$ cat src/mlr_pkg.sv
// shared widths and the line setup record for the midpoint line rasterizer
`timescale 1ns / 1ps

package mlr_pkg;

    // coordinate width of endpoints, cursor and span count
    localparam int COORD_BITS = 12;
    // signed width of the decision value and its increments (covers +/- 2 * span)
    localparam int DEC_BITS = COORD_BITS + 2;
    // color word width
    localparam int COLOR_BITS = 32;

    // unit step on a coordinate
    localparam logic [COORD_BITS-1:0] COORD_ONE = COORD_BITS'(1);

    // command codes
    localparam logic OP_START = 1'b0;
    localparam logic OP_STEP  = 1'b1;

    // everything a start request loads into the stepping state
    typedef struct packed {
        logic [COORD_BITS-1:0]      cursor_x;
        logic [COORD_BITS-1:0]      cursor_y;
        logic signed [DEC_BITS-1:0] decision;
        logic signed [DEC_BITS-1:0] straight_increment;
        logic signed [DEC_BITS-1:0] diagonal_increment;
        logic [COORD_BITS-1:0]      steps_left;
        logic                       major_is_x;
        logic                       minor_down;
    } line_setup_t;

endpackage

$ cat src/mlr_setup.sv
// endpoint ordering, axis choice and decision setup for a new line
`timescale 1ns / 1ps

module mlr_setup (
    input  logic [mlr_pkg::COORD_BITS-1:0] x0,
    input  logic [mlr_pkg::COORD_BITS-1:0] y0,
    input  logic [mlr_pkg::COORD_BITS-1:0] x1,
    input  logic [mlr_pkg::COORD_BITS-1:0] y1,
    output mlr_pkg::line_setup_t           setup
);

    logic [mlr_pkg::COORD_BITS-1:0] dx;
    logic [mlr_pkg::COORD_BITS-1:0] dy;
    logic [mlr_pkg::COORD_BITS-1:0] dmaj;
    logic [mlr_pkg::COORD_BITS-1:0] dmin;
    logic [mlr_pkg::COORD_BITS-1:0] xa;
    logic [mlr_pkg::COORD_BITS-1:0] ya;
    logic [mlr_pkg::COORD_BITS-1:0] xb;
    logic [mlr_pkg::COORD_BITS-1:0] yb;
    logic                           major_is_x;
    logic                           swap;
    logic signed [mlr_pkg::DEC_BITS-1:0] dmaj_s;
    logic signed [mlr_pkg::DEC_BITS-1:0] dmin2_s;

    // absolute spans
    assign dx = (x1 >= x0) ? (x1 - x0) : (x0 - x1);
    assign dy = (y1 >= y0) ? (y1 - y0) : (y0 - y1);

    // x is major only when strictly longer; equal spans go to y
    assign major_is_x = dx > dy;
    assign swap       = major_is_x ? (x1 < x0) : (y1 < y0);

    // order endpoints so the major coordinate rises
    assign xa = swap ? x1 : x0;
    assign ya = swap ? y1 : y0;
    assign xb = swap ? x0 : x1;
    assign yb = swap ? y0 : y1;

    assign dmaj = major_is_x ? dx : dy;
    assign dmin = major_is_x ? dy : dx;

    assign dmaj_s  = $signed({{(mlr_pkg::DEC_BITS - mlr_pkg::COORD_BITS){1'b0}}, dmaj});
    assign dmin2_s = $signed({1'b0, dmin, 1'b0});

    // setup record
    always_comb
    begin
        setup.cursor_x           = xa;
        setup.cursor_y           = ya;
        setup.decision           = dmaj_s - dmin2_s;
        setup.straight_increment = -dmin2_s;
        setup.diagonal_increment = $signed({1'b0, dmaj, 1'b0}) - dmin2_s;
        setup.steps_left         = dmaj;
        setup.major_is_x         = major_is_x;
        setup.minor_down         = major_is_x ? (yb < ya) : (xb < xa);
    end

endmodule

$ cat src/midpoint_line_rasterizer_top.sv
// top level of the midpoint line rasterizer: stepping state and pixel output register
`timescale 1ns / 1ps

// Midpoint line rasterizer. A start request (operation 0) takes two endpoints and a
// color and emits the first pixel of the line; each step request (operation 1) emits
// the next pixel along the major axis, with last_pixel set on the end point. A step
// while no line is active is taken and produces no pixel; a start abandons any line in
// progress. Every request is handled in the cycle it is accepted: the decision update
// is one add and a sign test on the stepping registers, so one request per clock is
// accepted and one pixel per clock leaves while out_ready stays high, and the pixel
// appears on the output register in the cycle after its request. The output register
// lets a new request in while the previous pixel is still waiting, as long as that
// pixel is taken the same cycle.

module midpoint_line_rasterizer_top (
    input  logic                            clk,
    input  logic                            rst_n,
    input  logic                            in_valid,
    output logic                            in_ready,
    input  logic                            operation,
    input  logic [mlr_pkg::COORD_BITS-1:0]  x0,
    input  logic [mlr_pkg::COORD_BITS-1:0]  y0,
    input  logic [mlr_pkg::COORD_BITS-1:0]  x1,
    input  logic [mlr_pkg::COORD_BITS-1:0]  y1,
    input  logic [mlr_pkg::COLOR_BITS-1:0]  line_color,
    output logic                            out_valid,
    input  logic                            out_ready,
    output logic [mlr_pkg::COORD_BITS-1:0]  pixel_x,
    output logic [mlr_pkg::COORD_BITS-1:0]  pixel_y,
    output logic [mlr_pkg::COLOR_BITS-1:0]  pixel_color,
    output logic                            last_pixel
);

    // stepping state
    logic [mlr_pkg::COORD_BITS-1:0]      cursor_x_reg,  cursor_x_next;
    logic [mlr_pkg::COORD_BITS-1:0]      cursor_y_reg,  cursor_y_next;
    logic signed [mlr_pkg::DEC_BITS-1:0] decision_reg,  decision_next;
    logic signed [mlr_pkg::DEC_BITS-1:0] straight_reg,  straight_next;
    logic signed [mlr_pkg::DEC_BITS-1:0] diagonal_reg,  diagonal_next;
    logic [mlr_pkg::COORD_BITS-1:0]      steps_reg,     steps_next;
    logic                                major_x_reg,   major_x_next;
    logic                                minor_down_reg, minor_down_next;
    logic [mlr_pkg::COLOR_BITS-1:0]      color_reg,     color_next;
    logic                                busy_reg,      busy_next;

    // output register
    logic                                out_valid_reg, out_valid_next;
    logic [mlr_pkg::COORD_BITS-1:0]      pixel_x_reg;
    logic [mlr_pkg::COORD_BITS-1:0]      pixel_y_reg;
    logic [mlr_pkg::COLOR_BITS-1:0]      pixel_color_reg;
    logic                                last_pixel_reg;

    mlr_pkg::line_setup_t                setup;
    logic                                accept;
    logic                                emit;
    logic [mlr_pkg::COORD_BITS-1:0]      minor_coord;
    logic [mlr_pkg::COORD_BITS-1:0]      minor_moved;

    mlr_setup u_setup (
        .x0    (x0),
        .y0    (y0),
        .x1    (x1),
        .y1    (y1),
        .setup (setup)
    );

    // take a request whenever the output slot is free or being drained
    assign in_ready = !out_valid_reg || out_ready;
    assign accept   = in_valid && in_ready;
    assign emit     = accept && ((operation == mlr_pkg::OP_START) || busy_reg);

    // minor coordinate moved one toward the end point
    assign minor_coord = major_x_reg ? cursor_y_reg : cursor_x_reg;
    assign minor_moved = minor_down_reg ? (minor_coord - mlr_pkg::COORD_ONE)
                                        : (minor_coord + mlr_pkg::COORD_ONE);

    // next state for start and step requests
    always_comb
    begin
        cursor_x_next   = cursor_x_reg;
        cursor_y_next   = cursor_y_reg;
        decision_next   = decision_reg;
        straight_next   = straight_reg;
        diagonal_next   = diagonal_reg;
        steps_next      = steps_reg;
        major_x_next    = major_x_reg;
        minor_down_next = minor_down_reg;
        color_next      = color_reg;
        busy_next       = busy_reg;
        if (accept)
        begin
            if (operation == mlr_pkg::OP_START)
            begin
                cursor_x_next   = setup.cursor_x;
                cursor_y_next   = setup.cursor_y;
                decision_next   = setup.decision;
                straight_next   = setup.straight_increment;
                diagonal_next   = setup.diagonal_increment;
                steps_next      = setup.steps_left;
                major_x_next    = setup.major_is_x;
                minor_down_next = setup.minor_down;
                color_next      = line_color;
                busy_next       = setup.steps_left != '0;
            end
            else if (busy_reg)
            begin
                // negative decision moves the minor axis; zero keeps it
                if (decision_reg[mlr_pkg::DEC_BITS-1])
                begin
                    if (major_x_reg)
                        cursor_y_next = minor_moved;
                    else
                        cursor_x_next = minor_moved;
                    decision_next = decision_reg + diagonal_reg;
                end
                else
                begin
                    decision_next = decision_reg + straight_reg;
                end
                if (major_x_reg)
                    cursor_x_next = cursor_x_reg + mlr_pkg::COORD_ONE;
                else
                    cursor_y_next = cursor_y_reg + mlr_pkg::COORD_ONE;
                steps_next = steps_reg - mlr_pkg::COORD_ONE;
                busy_next  = steps_reg != mlr_pkg::COORD_ONE;
            end
        end
    end

    // output slot fills on an emitted pixel and drains when taken
    always_comb
    begin
        out_valid_next = out_valid_reg;
        if (emit)
            out_valid_next = 1'b1;
        else if (out_ready)
            out_valid_next = 1'b0;
    end

    // state registers
    always_ff @(posedge clk or negedge rst_n)
    begin
        if (!rst_n)
        begin
            cursor_x_reg   <= '0;
            cursor_y_reg   <= '0;
            decision_reg   <= '0;
            straight_reg   <= '0;
            diagonal_reg   <= '0;
            steps_reg      <= '0;
            major_x_reg    <= 1'b0;
            minor_down_reg <= 1'b0;
            color_reg      <= '0;
            busy_reg       <= 1'b0;
            out_valid_reg  <= 1'b0;
        end
        else
        begin
            cursor_x_reg   <= cursor_x_next;
            cursor_y_reg   <= cursor_y_next;
            decision_reg   <= decision_next;
            straight_reg   <= straight_next;
            diagonal_reg   <= diagonal_next;
            steps_reg      <= steps_next;
            major_x_reg    <= major_x_next;
            minor_down_reg <= minor_down_next;
            color_reg      <= color_next;
            busy_reg       <= busy_next;
            out_valid_reg  <= out_valid_next;
        end
    end

    // pixel payload, loaded with the new cursor
    always_ff @(posedge clk)
    begin
        if (emit)
        begin
            pixel_x_reg     <= cursor_x_next;
            pixel_y_reg     <= cursor_y_next;
            pixel_color_reg <= color_next;
            last_pixel_reg  <= !busy_next;
        end
    end

    assign out_valid   = out_valid_reg;
    assign pixel_x     = pixel_x_reg;
    assign pixel_y     = pixel_y_reg;
    assign pixel_color = pixel_color_reg;
    assign last_pixel  = last_pixel_reg;

endmodule
$ cat config.mk
export PLATFORM = sky130hd
export DESIGN_NAME = midpoint_line_rasterizer_top
export DESIGN_NICKNAME = d
export VERILOG_FILES = /design/src/mlr_pkg.sv /design/src/mlr_setup.sv /design/src/midpoint_line_rasterizer_top.sv
export SDC_FILE = /design/constraint.sdc
export NUM_CORES = 1
export LEC_CHECK = 0
export BUFFER_PORTS_ARGS = -buffer_cell sky130_fd_sc_hd__buf_2
export CAP_MARGIN = 10
export CORE_MARGIN = 4
export CORE_UTILIZATION = 44
export CTS_CLUSTER_SIZE = 24
export DETAILED_ROUTE_END_ITERATION = 10
export HOLD_SLACK_MARGIN = 0.12
export PLACE_DENSITY = 0.59
export SETUP_SLACK_MARGIN = 0.1
export SYNTH_ARGS = -nofsm -noshare
export SYNTH_HDL_FRONTEND = slang
export SYNTH_SLANG_ARGS = --single-unit
$ cat constraint.sdc
create_clock -name clk -period 5.05 [get_ports clk]
set_input_delay 1.2625 -clock clk [delete_from_list [all_inputs] [get_ports clk]]
set_output_delay 1.2625 -clock clk [all_outputs]
set_load 0.02 [all_outputs]
### Word-level counts from Yosys, hierarchy flattened

Cells that the tools add are included.

* register bits after elaboration: 171
* bits of input ports: 85
* word-level logic and storage cells: 83

* $add $sub $neg: 14
* order comparisons: 7
* equal/unequal tests: 2
* multiplexer cells: 34
* bitwise operators: 1
* reductions and logical operators: 10

Operator list (number)
* 2-to-1 mux 12 bit: 22
* 2-to-1 mux 32 bit: 2
* less-than comparator 12 bit: 4
* subtractor 12 bit: 4
* 2-to-1 mux 14 bit: 3
* adder 12 x 1 -> 12 bit, second input constant: 3
* adder 14 bit: 2
* greater-or-equal comparator 12 bit: 2
* subtractor 12 x 1 -> 12 bit, second input constant: 2
* negation 13 -> 14 bit: 1
* subtractor 12 x 13 -> 14 bit: 1
* subtractor 13 x 13 -> 14 bit: 1
* > comparator 12 bit: 1
* inequality test 12 x 1 -> 1 bit, second input constant: 1
* nonzero test 12 bit: 1
* 2-to-1 mux 1 bit: 7
* AND reduction 2 bit: 2
* logical AND 1 bit: 2
* zero test 1 bit: 2
* logical OR 1 bit: 2
* inequality test 2 x 1 -> 1 bit, second input constant: 1
* nonzero test 2 bit: 1
* NOT 1 bit: 1

### Depth between registers and ports, before layout

Gate-level depths: netlist of run 1.

* depth in word-level cells: 8
* depth in mapped cells: 33
* depth with buffers taken out: 31

### Modules after synthesis

From an unflattened synthesis of run 1, not the netlist that was laid out.

* cells, all modules: 1692
* area total of the unflattened synthesis: 14131.1 µm²

Modules (own cells, without submodules)
* midpoint_line_rasterizer_top: instances 1, cells each 919, area an instance 8931.1 µm²
* mlr_setup: instances 1, cells each 773, area an instance 5200.0 µm²

### Worst setup path after synthesis of run 1

Ideal clock, no wire load.

* path kind: input port to flip-flop
* start: input y1[0] in the netlist's numbering
* end: register decision_reg[11] in the netlist's numbering
* data arrival time: 7.382 ns
* path slack: -2.563 ns
* stages: 30
* path buffers: 3
* cells stage by stage: inv_1 > ha_1 > inv_1 > fa_1 > nand3_1 > o211ai_1 > a22oi_2 > nand2_1 > or3_1 > a31oi_1 > o21ai_1 > a21boi_0 > xor2_1 > ha_1 > nand4_1 > o211ai_1 > o31a_1 > o31a_1 > clkbuf_1 > clkbuf_1 > buf_1 > a21oi_1 > ha_1 > o21ai_0 > o31a_1 > o311a_1 > o31ai_1 > xor2_1 > mux2i_1 > a21oi_1

* word-level cells in the longest chain between the ends: 6
* elaborated cells between the ends (all ways): 9
* those cells by class: 3 x add/sub; 2 x order compare; 4 x mux

Ends and longest elaborated chain
* start, declared: RTL line midpoint_line_rasterizer_top.sv:24 `input logic [mlr_pkg::COORD_BITS-1:0] y1,`
* subtractor 12 bit or greater-or-equal comparator 12 bit (tied branches): RTL line mlr_setup.sv:27 `assign dy = (y1 >= y0) ? (y1 - y0) : (y0 - y1);`
* 2-to-1 mux 12 bit *: RTL line mlr_setup.sv:27
* > comparator 12 bit: RTL line mlr_setup.sv:30 `assign major_is_x = dx > dy;`
* 2-to-1 mux 12 bit (on tied branches): RTL line mlr_setup.sv:39, mlr_setup.sv:40
* subtractor 12 x 13 -> 14 bit *: RTL line mlr_setup.sv:50 `setup.decision = dmaj_s - dmin2_s;`
* 2-to-1 mux 14 bit *: RTL line midpoint_line_rasterizer_top.sv:92 `if (operation == mlr_pkg::OP_START)`
* end signal, assigned: RTL line midpoint_line_rasterizer_top.sv:161 `decision_reg <= decision_next;`
* end, declared: RTL line midpoint_line_rasterizer_top.sv:37 `logic signed [mlr_pkg::DEC_BITS-1:0] decision_reg, decision_next;`

Mark *: on every way between the ends. The rest lies on a longest branch, timed or not.
A chain may end at the register's enable or synchronous reset.

### Worst setup path in the final report of run 1

* start: input y1[0] in the netlist's numbering
* end: register decision_reg[8] in the netlist's numbering

Same word-level chain as after synthesis.

==> results of run 1 <==
routing by layer:
layer	share of wire [%]	vias up
li1	-	6842
met1	43	6797
met2	48	450
met3	5.5	80
met4	2.9	0
met5	0	-
power groups by stage:
| stage | registers [mW] | clock network [mW] | logic [mW] |
|---|---|---|---|
| 5_1_grt | 2.29 | 1.57 | 10.3 |
| 4_1_cts | 2.22 | 1.50 | 8.40 |
| 6_report | 2.23 | 1.48 | 9.65 |
| 3_3_place_gp | 2.22 | 0 | 6.91 |
| 3_5_place_dp | 2.24 | 0 | 7.04 |
| 2_1_floorplan | 2.23 | 0 | 4.47 |
placed cells by master (no fill, tap or decap), types with 42 or more instances in the layout:
master    Yosys  final
nand2_1     259    233
buf_2        14    139
buf_6         1     67
inv_1       104     96
nor2_1      110     86
ha_1         94     81
buf_4         2    387
nand3_1      47     42
o21ai_0     108     65
dfrtp_1     111    111
a21oi_1     141    104
edfxtp_1     57     57
cells by family after synthesis:
kind of cell	synth area share (%)
AND/OR/NAND/NOR	18.9
AO/OA/AOI/OAI	24.1
buffers and inverters	5.47
flip-flops	34.0
adder cells (fa/ha/maj)	9.82
XOR/XNOR	4.98
multiplexers	2.80
stage by stage:
step | hold slack, ns | setup WS, ns | power [mW] | setup TNS, ns
after CTS | 0.471 | -1.45 | 12.1 | -80.37
after detailed placement | 0.456 | -2.17 | 9.28 | -155.67
final | 0.470 | -1.46 | 13.4 | -95.66
after global placement | 0.447 | -1.96 | 9.14 | -137.55
after floorplan | 0.437 | -1.76 | 6.70 | -116.18
after global routing | 0.486 | -1.71 | 14.2 | -117.78
final timing paths:
kind,from,to,slack [ns],cells after the start
worst max-delay path,y1[0],decision_reg[8],-1.46,29
worst min-delay path,color_reg[30],color_reg[30],0.47,2
worst max register to register,decision_reg[13],decision_reg[13],1.13,15
worst min register to register,color_reg[30],color_reg[30],0.47,2
max in group asynchronous,rst_n,color_reg[23],3.21,2
min in group asynchronous,rst_n,cursor_y_reg[9],0.91,1
what timing repair did:
| item | CTS | global route |
|---|---|---|
| pin swaps | 83 | 74 |
| hold buffers | 0 | 0 |
| resized for setup | 222 | 180 |
| cloned | 2 | 3 |
| endpoints found under the hold margin | 0 | 0 |
| endpoints found under the setup margin | 102 | 102 |
| buffers inserted | 75 | 45 |
area by class of cell:
| cell class | instances | area (um2) | share of cell area [%] |
|---|---|---|---|
| Multi-Input combinational cell | 1244 | 9520 | 46.5 |
| Timing Repair Buffer | 620 | 4880 | 23.8 |
| Clock buffer | 18 | 429 | 2.10 |
| Tap cell | 390 | 488 | 2.38 |
| Clock inverter | 14 | 239 | 1.17 |
| Sequential cell | 168 | 4490 | 21.9 |
| Inverter | 109 | 428 | 2.09 |
worst register-to-register path, stage by stage (launching register included):
cell and delay (ns):
dfrtp_1 0.50, buf_4 0.38, mux2_2 0.39, ha_1 0.29, o21ai_0 0.11, a21boi_0 0.25, o21ai_0 0.15, a21boi_0 0.27
o21ai_0 0.17, a21boi_0 0.26, o21ai_0 0.15, a21oi_1 0.31, xnor2_1 0.11, a211oi_1 0.24, a21oi_1 0.06, a31oi_1 0.20
==> impl_metrics.json, run 1 <==
{
  "outcome": "finished, violations left",
  "clockRootBuffer": "clkbuf_16",
  "synthesis.nets": 1780,
  "placementRows": 63,
  "powerDensity_nw_per_um2": 653,
  "synth_edf_count": 57,
  "async_flop_share_pct": 66.1,
  "slew_headroom_pct": 33.3,
  "pwr-share-seq_pct": 16.7,
  "crit_type": "input pin to flip-flop",
  "switching_power_mw": 5.76,
  "drt-pass1-iter-count": 5,
  "die_area_um2": 32800,
  "final_nets": 2345,
  "clk_pin_slew_worst_paths_ns": 0.07,
  "rsz0062_at_grt": "yes",
  "yosys.area.top_type_share_pct": 21.0,
  "end_kind": "flip-flop",
  "synthCells": 1595,
  "avgSynthCellArea_um2": 8.28,
  "period_minus_slack_ns": 6.51,
  "met1_usage_pct": 35.1,
  "avgViaCountPerCell": 5.53,
  "fillers": 2271,
  "drive_gt1_share_pct": 42.8,
  "clock_latency_ns": 0.44,
  "hold_viol": 0,
  "grt_overflow": 0,
  "ys_seq_area_share_pct": 34.0,
  "max_cap_viol_count": 0,
  "critical_path.startpoint_type": "input pin",
  "ys_warn_count": 0,
  "placement.io_buffers": 143,
  "setup_viol": 102,
  "fp.dieH_um": 181,
  "slew_violations": 0,
  "synth_top_area_cell": "dfrtp_1",
  "pwr-share-comb_pct": 72.2,
  "period_share_pct": 129,
  "synth_common_cells": "259 x nand2_1, 141 x a21oi_1, 111 x dfrtp_1, 110 x nor2_1, 108 x o21ai_0",
  "dp_cells": 2427,
  "ir_drop_mv": 0.395,
  "io-pin-count": 144,
  "grt-busiest-layer": "met2",
  "ys_seq_elements": 168,
  "skew_ns": 0.0142,
  "ys.flop_type": "dfrtp_1",
  "violations": "negative setup slack",
  "drt-total-wl_um": 46900,
  "worst_ep_arrival_time_ns": 6.87,
  "placed_area_um2": 17200,
  "grt_pass1_vias": 13546,
  "place_hpwl_um": 33200,
  "cts_tree": "built",
  "max_stage_delay_ns": 0.51,
  "use_met2_pct": 45.0,
  "synth.top_cells.by_area": "dfrtp_1 21%, edfxtp_1 13%, ha_1 8.9%, nand2_1 7.4%, a21oi_1 5.3%",
  "route.vias.total": 14169,
  "synth_most_common_cell": "nand2_1",
  "cts.sinks": 168,
  "place.gp.congestion": 0.930,
  "htree_levels": 4,
  "required_ns": 5.42,
  "min_path_type": "flip-flop to flip-flop",
  "max_freq_mhz": 154,
  "internal_power_mw": 7.60,
  "clock_path_buffers": 2,
  "final_core_util_pct": 69.1,
  "antenna_found_initial": 0,
  "critPathSlowestCell": "or4b_4",
  "tightest_slew_ns": 0.999,
  "routedWlPerCell_um": 18.3,
  "drt_iter0_drc": 918,
  "power_switching_share_pct": 43.1,
  "p_leak_nw": 9.52,
  "detail-route-antenna-nets": 0,
  "stdcell_area_um2": 20500,
  "worst_slack_ns": -1.46,
  "grt_start_max_net_pins": 74,
  "synth.cell_area_um2": 13200,
  "core_area_um2": 29600,
  "cp_max_fo": 6,
  "drc_errors": 0,
  "final_cells": 2563,
  "grt_pass1_wl_um": 70700,
  "die_w_um": 181,
  "clkPwrFrac_pct": 11.1,
  "grt_usage_pct": 26.5,
  "areaGrowthSynthToFinish_pct": 55.1,
  "synth.distinct_cells": 96,
  "use_met3_pct": 4.09,
  "cp_top_family": "compound AO/OA/AOI/OAI gates",
  "crit_buf_inv": 4,
  "initial_core_util_pct": 44.5,
  "cts_buffers": 17,
  "diodes": 0
}
Note: power is estimated with default switching activity, not from simulation.
==> run 2: changes to the inputs <==
RECOVER_POWER = 50   (was default)
==> impl_metrics.json, run 2 (synthesis gave the netlist of run 1 again) <==
{
  "cts_tree": "built",
  "critical_path.startpoint_type": "input pin",
  "final_cell_mix": "384 x buf_4, 233 x nand2_1, 111 x dfrtp_1",
  "crit_buf_inv": 5,
  "drt_iter0_drc": 918,
  "drc_errors": 0,
  "final_nets": 2345,
  "htree_levels": 4,
  "max_stage_delay_ns": 0.42,
  "ir_drop_mv": 0.395,
  "p_leak_nw": 9.42,
  "clock_latency_ns": 0.44,
  "place_hpwl_um": 33200,
  "fillers": 2290,
  "clockRootBuffer": "clkbuf_16",
  "cp_top_family": "simple AND/OR/NAND/NOR gates",
  "rsz0062_at_grt": "yes",
  "drive_gt1_share_pct": 41.1,
  "place.gp.congestion": 0.930,
  "hold_viol": 0,
  "final_core_util_pct": 68.9,
  "layout_commonest_cell": "buf_4",
  "fp.dieH_um": 181,
  "routedWlPerCell_um": 18.3,
  "min_path_type": "flip-flop to flip-flop",
  "cts.sinks": 168,
  "clock_path_buffers": 2,
  "drt-total-wl_um": 46900,
  "stdcell_area_um2": 20400,
  "antenna_found_initial": 0,
  "max_freq_mhz": 154,
  "outcome": "finished, violations left",
  "placement.io_buffers": 143,
  "cts_buffers": 17,
  "grt_pass1_wl_um": 70700,
  "drt-pass1-iter-count": 5,
  "final_cells": 2563,
  "r2r_start": "decision_reg[13]",
  "slew_headroom_pct": -119,
  "clk_pin_slew_worst_paths_ns": 0.07,
  "powerDensity_nw_per_um2": 654,
  "diodes": 0,
  "grt_pass1_vias": 13546,
  "max_cap_viol_count": 1,
  "crit_type": "input pin to flip-flop",
  "period_share_pct": 129,
  "critPathSlowestCell": "or3_4",
  "die_area_um2": 32800,
  "avgViaCountPerCell": 5.52,
  "grt_start_max_net_pins": 74,
  "core_area_um2": 29600,
  "route.vias.total": 14153,
  "die_w_um": 181,
  "skew_ns": 0.0146,
  "required_ns": 5.35,
  "areaGrowthSynthToFinish_pct": 54.7,
  "tightest_slew_ns": 3.28,
  "worst_ep_arrival_time_ns": 6.80,
  "cp_max_fo": 4,
  "initial_core_util_pct": 44.5,
  "setup_tns_ns": -95.51,
  "worst_slack_ns": -1.45,
  "detail-route-antenna-nets": 0,
  "cts_hold_buf": 0,
  "hold_path.startpoint": "color_reg[30]",
  "period_minus_slack_ns": 6.50,
  "grt_usage_pct": 26.5,
  "worstSetupStartpoint": "y1[0]",
  "grt_overflow": 0,
  "setup_viol": 102,
  "violations": "max-capacitance violations, max-slew violations, negative setup slack",
  "placementRows": 63,
  "hold_ws_ns": 0.469,
  "placed_area_um2": 17200,
  "io-pin-count": 144,
  "end_kind": "flip-flop",
  "slew_violations": 59,
  "dp_cells": 2427,
  "crit_path_frequent_cell": "or3_4"
}
[run 2: changes by cell type in the layout (fill, tap and decap cells not counted)]
cell / previous run / this run
clkbuf_2: 0 / 2
buf_2: 139 / 104
buf_4: 387 / 384
clkbuf_1: 1 / 37
[run 2: cell type report]
cell class	count	area, um2	area share [%]
clock buffers	18	429	2.10
clock inverters	14	239	1.17
inverters	109	428	2.10
multi-input cells	1244	9520	46.6
flip-flops and latches	168	4490	22.0
well taps	390	488	2.39
repair buffers	620	4820	23.6
[run 2: per-stage QoR]
step	total power, mW	worst slack (ns)
after floorplan	6.70	-1.76
after global placement	9.14	-1.96
after detailed placement	9.28	-2.17
after CTS	12.1	-1.45
after global routing	14.2	-1.71
final	13.4	-1.45
[run 2: metal layers]
| layer | routed length (um) | vias to the layer above | track usage (%) |
|---|---|---|---|
| met3 | 2590 | 75 | 4.09 |
| met2 | 22700 | 451 | 45.0 |
| li1 | - | 6850 | - |
| met4 | 1320 | 0 | 7.87 |
| met1 | 20300 | 6777 | 35.1 |
| met5 | 0 | - | 0 |
[run 2: worst paths after layout]
path | to | slack [ns] | cells past startpoint
worst max-delay path | straight_reg[12] | -1.45 | 28
worst min-delay path | color_reg[30] | 0.47 | 2
worst max register to register | decision_reg[13] | 1.13 | 15
worst min register to register | color_reg[30] | 0.47 | 2
max in group asynchronous | color_reg[23] | 0.99 | 2
min in group asynchronous | color_reg[20] | 1.93 | 1
[run 2: report_power, final]
part	total, mW	switching [mW]	internal [mW]
sequential	2.24	0.362	1.88
clock	1.48	0.589	0.895
combinational	9.63	4.81	4.82
[run 2: worst min-delay path, delay by kind of cell, from the launching register on]
kind	cells	cell delay [ns]
DFF	1	0.32
and+or+nand+nor	2	0.11
[run 2: repair_timing]
item                       in CTS  in global routing
setup endpoints to repair     102                102
cloned                          2                  3
gates resized for setup       222                180
setup buffers                  75                 45
pin swaps                      83                 74
